### src/sv/ihp_ram.sv
// Generic single-port-write, single-port-read RAM with registered read.
module ihp_ram #(
  parameter int WIDTH = 8,
  parameter int DEPTH = 256
) (
  input  logic                     clk,
  input  logic                     we,
  input  logic [$clog2(DEPTH)-1:0] waddr,
  input  logic [WIDTH-1:0]         wdata,
  input  logic                     re,
  input  logic [$clog2(DEPTH)-1:0] raddr,
  output logic [WIDTH-1:0]         rdata
);

  logic [WIDTH-1:0] mem [DEPTH];

  always_ff @(posedge clk) begin
    if (we) begin
      mem[waddr] <= wdata;
    end
    if (re) begin
      rdata <= mem[raddr];
    end
  end

endmodule

### config.mk
export PLATFORM = sky130hd
export DESIGN_NAME = ihp_ram
export DESIGN_NICKNAME = d
export VERILOG_FILES = /design/src/sv/ihp_ram.sv
export SDC_FILE = /design/constraint.sdc
export NUM_CORES = 2
export LEC_CHECK = 0
export ABC_AREA = 1
export BUFFER_PORTS_ARGS = -buffer_cell sky130_fd_sc_hd__buf_2
export CAP_MARGIN = 25
export CORE_ASPECT_RATIO = 0.7
export CORE_MARGIN = 3
export CORE_UTILIZATION = 35
export CTS_CLUSTER_SIZE = 40
export DETAILED_ROUTE_END_ITERATION = 12
export HOLD_SLACK_MARGIN = 0.12
export SLEW_MARGIN = 20
export SYNTH_ARGS = -nofsm -noshare
export SYNTH_HDL_FRONTEND = slang
export SYNTH_SLANG_ARGS = --single-unit
### constraint.sdc
create_clock -name clk -period 2.3 [get_ports clk]
set_clock_uncertainty 0.1 [all_clocks]
set_input_delay 0.115 -clock clk [delete_from_list [all_inputs] [get_ports clk]]
set_output_delay 0.115 -clock clk [all_outputs]
set_load 0.01 [all_outputs]
# ---- Word-level counts from Yosys, hierarchy flattened
# Memories as Yosys holds them, arrays and structs flattened. A register that Yosys moved wholly into a read port is not among the register bits.
# Index checks and enable logic that the tools add are counted.
dict set report classes {
  mux 2
}
# operator n
set ops {}
lappend ops {{$mux 1} 2}
dict set report word_totals {
  regBits 0
  ramBits 2048
  out_inout_bits 8
  word_cells 3
  n_memories 1
}
# memory words word_bits read_ports rd_clocked_by_memory_dff write_ports line_no
set memory_table {}
lappend memory_table {mem 256 8 1 1 1 15} ;# logic [WIDTH-1:0] mem [DEPTH];

# ---- Logic depth before layout (Yosys ltp)
dict set report depth {
  ltp_word 2
  depth_mapped 15
}

# ---- Least setup slack after synthesis
# No wires, ideal clock.
dict set report synth_timing {
  kind {input to register}
  start {input we}
  end {memory mem[162][0] (enable)}
  setup_time_ps 370
  arrival_time_ps 1236
  slack_ps 594
  cell_stages 4
  n_path_buf 2
  path_cell_list {clkbuf_1 -> nand3_1 -> clkbuf_1 -> nor2_1}
}
dict set report synth_between {
  elab_chain_len 2
}
# element line_no
set synth_lines {}
lappend synth_lines {{from (decl)} 7} ;# input logic we,
lappend synth_lines {{$mux 1} 18} ;# if (we) begin
lappend synth_lines {{$mux 1 (not written as such)} 19} ;# mem[waddr] <= wdata;
lappend synth_lines {{to (decl)} 15}
# Every way passes these cells.

==> results.json <==
{
  "setup_slack_ps": 30.4,
  "seqPwrFrac_pct": 53.0,
  "max-vdd-ir-drop_mv": 0.619,
  "r2r-start": "mem[110][0]",
  "drive_gt1_share_pct": 13.3,
  "yosys_warnings": 0,
  "slew_headroom_pct": 50.3,
  "maxCapViolations": 0,
  "clockRootBuffer": "clkbuf_16",
  "firstDrtPassIters": 8,
  "switching_share_pct": 22.9,
  "grt_remaining_overflow": 0,
  "syn_inst": 7003,
  "seq_area_frac_synth_pct": 74.0,
  "drtIter0Drc": 8076,
  "nets": 7513,
  "rows": 149,
  "place_ws_ps": -481,
  "pwr-share-clk_pct": 39.8,
  "clkTransAtPathRegs_ps": 70,
  "clk_path_buf_depth": 4,
  "internal_power_mw": 60.1,
  "hold_end": "rdata[6]",
  "cp.arrival_ps": 2770,
  "grt_pass1_wl_mm": 365,
  "synth_area_per_cell_um2": 11.9,
  "powerDensity_nw_per_um2": 792,
  "dp.cells": 10400,
  "io_buffer_count": 34,
  "setup_viol": 0,
  "routed_wl_mm": 249,
  "regArea_um2": 61700,
  "drcViolationCount": 0,
  "p_leak_nw": 34.9,
  "synth-main-ff-cell": "edfxtp_1",
  "syn_nets": 7030,
  "rrSetupSlack_ps": 30,
  "avgRoutedWirePerCell_um": 23.1,
  "critPathRequiredTime_ps": 2800,
  "synth_seq_cells": 2056,
  "vias_per_cell": 5.34,
  "antenna_found_initial": 10,
  "cts.sinks": 2056,
  "ant_nets": 0,
  "routabilityCongestion": 0.908,
  "start_kind": "flip-flop",
  "postSynth.asyncResetShare_pct": 0,
  "grt_max_degree": 99,
  "r2r_end": "rdata[0]",
  "die_area_um2": 244000,
  "worstHoldPathType": "in -> reg",
  "postPlaceCellArea_um2": 92300,
  "nFillCells": 22100,
  "grt_pass1_vias": 54300,
  "synth_area_um2": 83500,
  "die_w_um": 590,
  "fin_crit_sh_pct": 98.7,
  "critical_path_class": "reg -> reg",
  "grt_use_total_pct": 19.8,
  "stdcell_area_um2": 98400,
  "initial_core_util_pct": 35.3,
  "cts_buffers": 187,
  "p_comb_share_pct": 7.2,
  "r2r_cells": 10,
  "min-delay-start": "re",
  "multiInputGateArea_um2": 19200,
  "worst_pin_slew_ps": 744,
  "postCtsSetupBuffers": 0,
  "hpwlAfterDp_mm": 157,
  "synth_edf_count": 2056,
  "min_period_ps": 2270,
  "power_switching_mw": 17.8,
  "ioPinCount": 35,
  "clk_latency_ps": 850,
  "max_freq_mhz": 441,
  "htreeDepth": 4,
  "worstPathMaxFanout": 1,
  "final_cells": 10800,
  "maxSlewViolCount": 0,
  "fp.dieH_um": 415,
  "synthDistinctLibCells": 13,
  "tritoncts": "done",
  "worstSetupEndpointType": "flip-flop",
  "status": "completed",
  "whs_path_depth": 2,
  "vias": 57600,
  "synthToLayoutAreaGrowth_pct": 17.9,
  "core_area_um2": 236000,
  "hold_viol": 0
}
## per-layer routing
metal	wire [um]	track usage, %
met4	5670	4.51
met2	103000	27.7
met3	29700	5.21
met1	110000	30.4
met5	23	0
## registers in the layout (all words and copies together), names as in the netlist
signal,flops
mem,2048
rdata,8
## power groups by stage
stage / logic (mW) / clock network [mW] / registers, mW
5_1_grt: 5.99 / 32.9 / 41.3
3_3_place_gp: 5.42 / 0 / 42.1
3_5_place_dp: 5.46 / 0 / 42.1
6_report: 5.60 / 31.0 / 41.3
2_1_floorplan: 2.55 / 0 / 42.1
4_1_cts: 5.52 / 31.4 / 41.3
## timing repair
item | 4_1_cts | 5_1_grt
endpoints found under the hold margin | 2539 | 0
endpoints found under the setup margin | 0 | 15
resized for setup | 0 | 8
hold buffers | 28 | 0
## layout make-up
| type | instances | share of cell area [%] |
|---|---|---|
| inverter | 39 | 0.183 |
| tap | 3171 | 4.03 |
| clock buffer | 218 | 4.96 |
| clock inverter | 105 | 0.994 |
| antenna | 2 | 0.00508 |
| timing repair buffer | 777 | 7.64 |
| multi-input combinational | 4425 | 19.5 |
| sequential | 2056 | 62.7 |
## cell families (layout without fill, tap and decap cells)
family	Yosys count	in the layout	synth area share, %
DFF	2056	2056	74.0
buffers and inverters	522	1139	3.12
and+or+nand+nor	4425	4425	22.9
other	0	2	0
## per-stage QoR
stage	utilization, %	hold WS, ps	power (mW)	TNS (ps)
6_report	41.6	177	78.0	0
5_1_grt	41.6	156	80.2	-259
4_1_cts	41.6	131	78.3	0
3_5_place_dp	39.0	328	47.6	-2600
3_3_place_gp	39.0	333	47.6	-2590
2_1_floorplan	-	114	44.7	0
## how the worst max path moves through the flow
stage	end	startpoint	slack [ps]	depth (start not counted)
5_1_grt	mem[144][6]	waddr[2]	-30	10
2_1_floorplan	mem[162][0]	we	590	4
6_report	rdata[0]	mem[110][0]	30	10
4_1_cts	rdata[1]	mem[45][1]	70	11
3_3_place_gp	rdata[0]	raddr[0]	-480	14
3_5_place_dp	rdata[0]	raddr[0]	-480	14
## placed cells by master, fill, tap and decap left out
cell and count:
clkinvlp_4 5, inv_4 1, inv_6 3, clkinv_4 4
diode_2 2, bufinv_16 18, nor2_1 282, clkbuf_1 27
nor2_2 1, inv_8 3, nand2_1 2123, buf_12 126
clkinv_1 46, buf_4 589, clkinv_2 27, inv_2 1
clkbuf_16 191, inv_1 34, buf_6 2, nand3_2 5
buf_2 21, inv_16 2, buf_8 11, nand3_1 2014
edfxtp_1 2056, dlygate4sd3_1 28
## cells in the mapped netlist (2+ instances only)
library cell | instances | area (um2)
buf_1 | 40 | 150
buf_2 | 268 | 1340
buf_4 | 46 | 345
buf_6 | 16 | 180
clkbuf_1 | 112 | 420
edfxtp_1 | 2056 | 61700
inv_1 | 36 | 135
inv_2 | 2 | 7.51
nand2_1 | 2123 | 7970
nand3_1 | 2019 | 10100
nor2_1 | 283 | 1060
## worst max-delay path, stage by stage (launching register included)
cell and delay [ps]:
edfxtp_1 370, nand2_1 90, nand3_1 70, nand3_1 150, nand3_1 110, nand3_1 190
nand3_1 290, nand3_1 320, nand2_1 170, nand2_1 100, nand2_1 60
No activity file was read; power rests on OpenSTA's default activity.
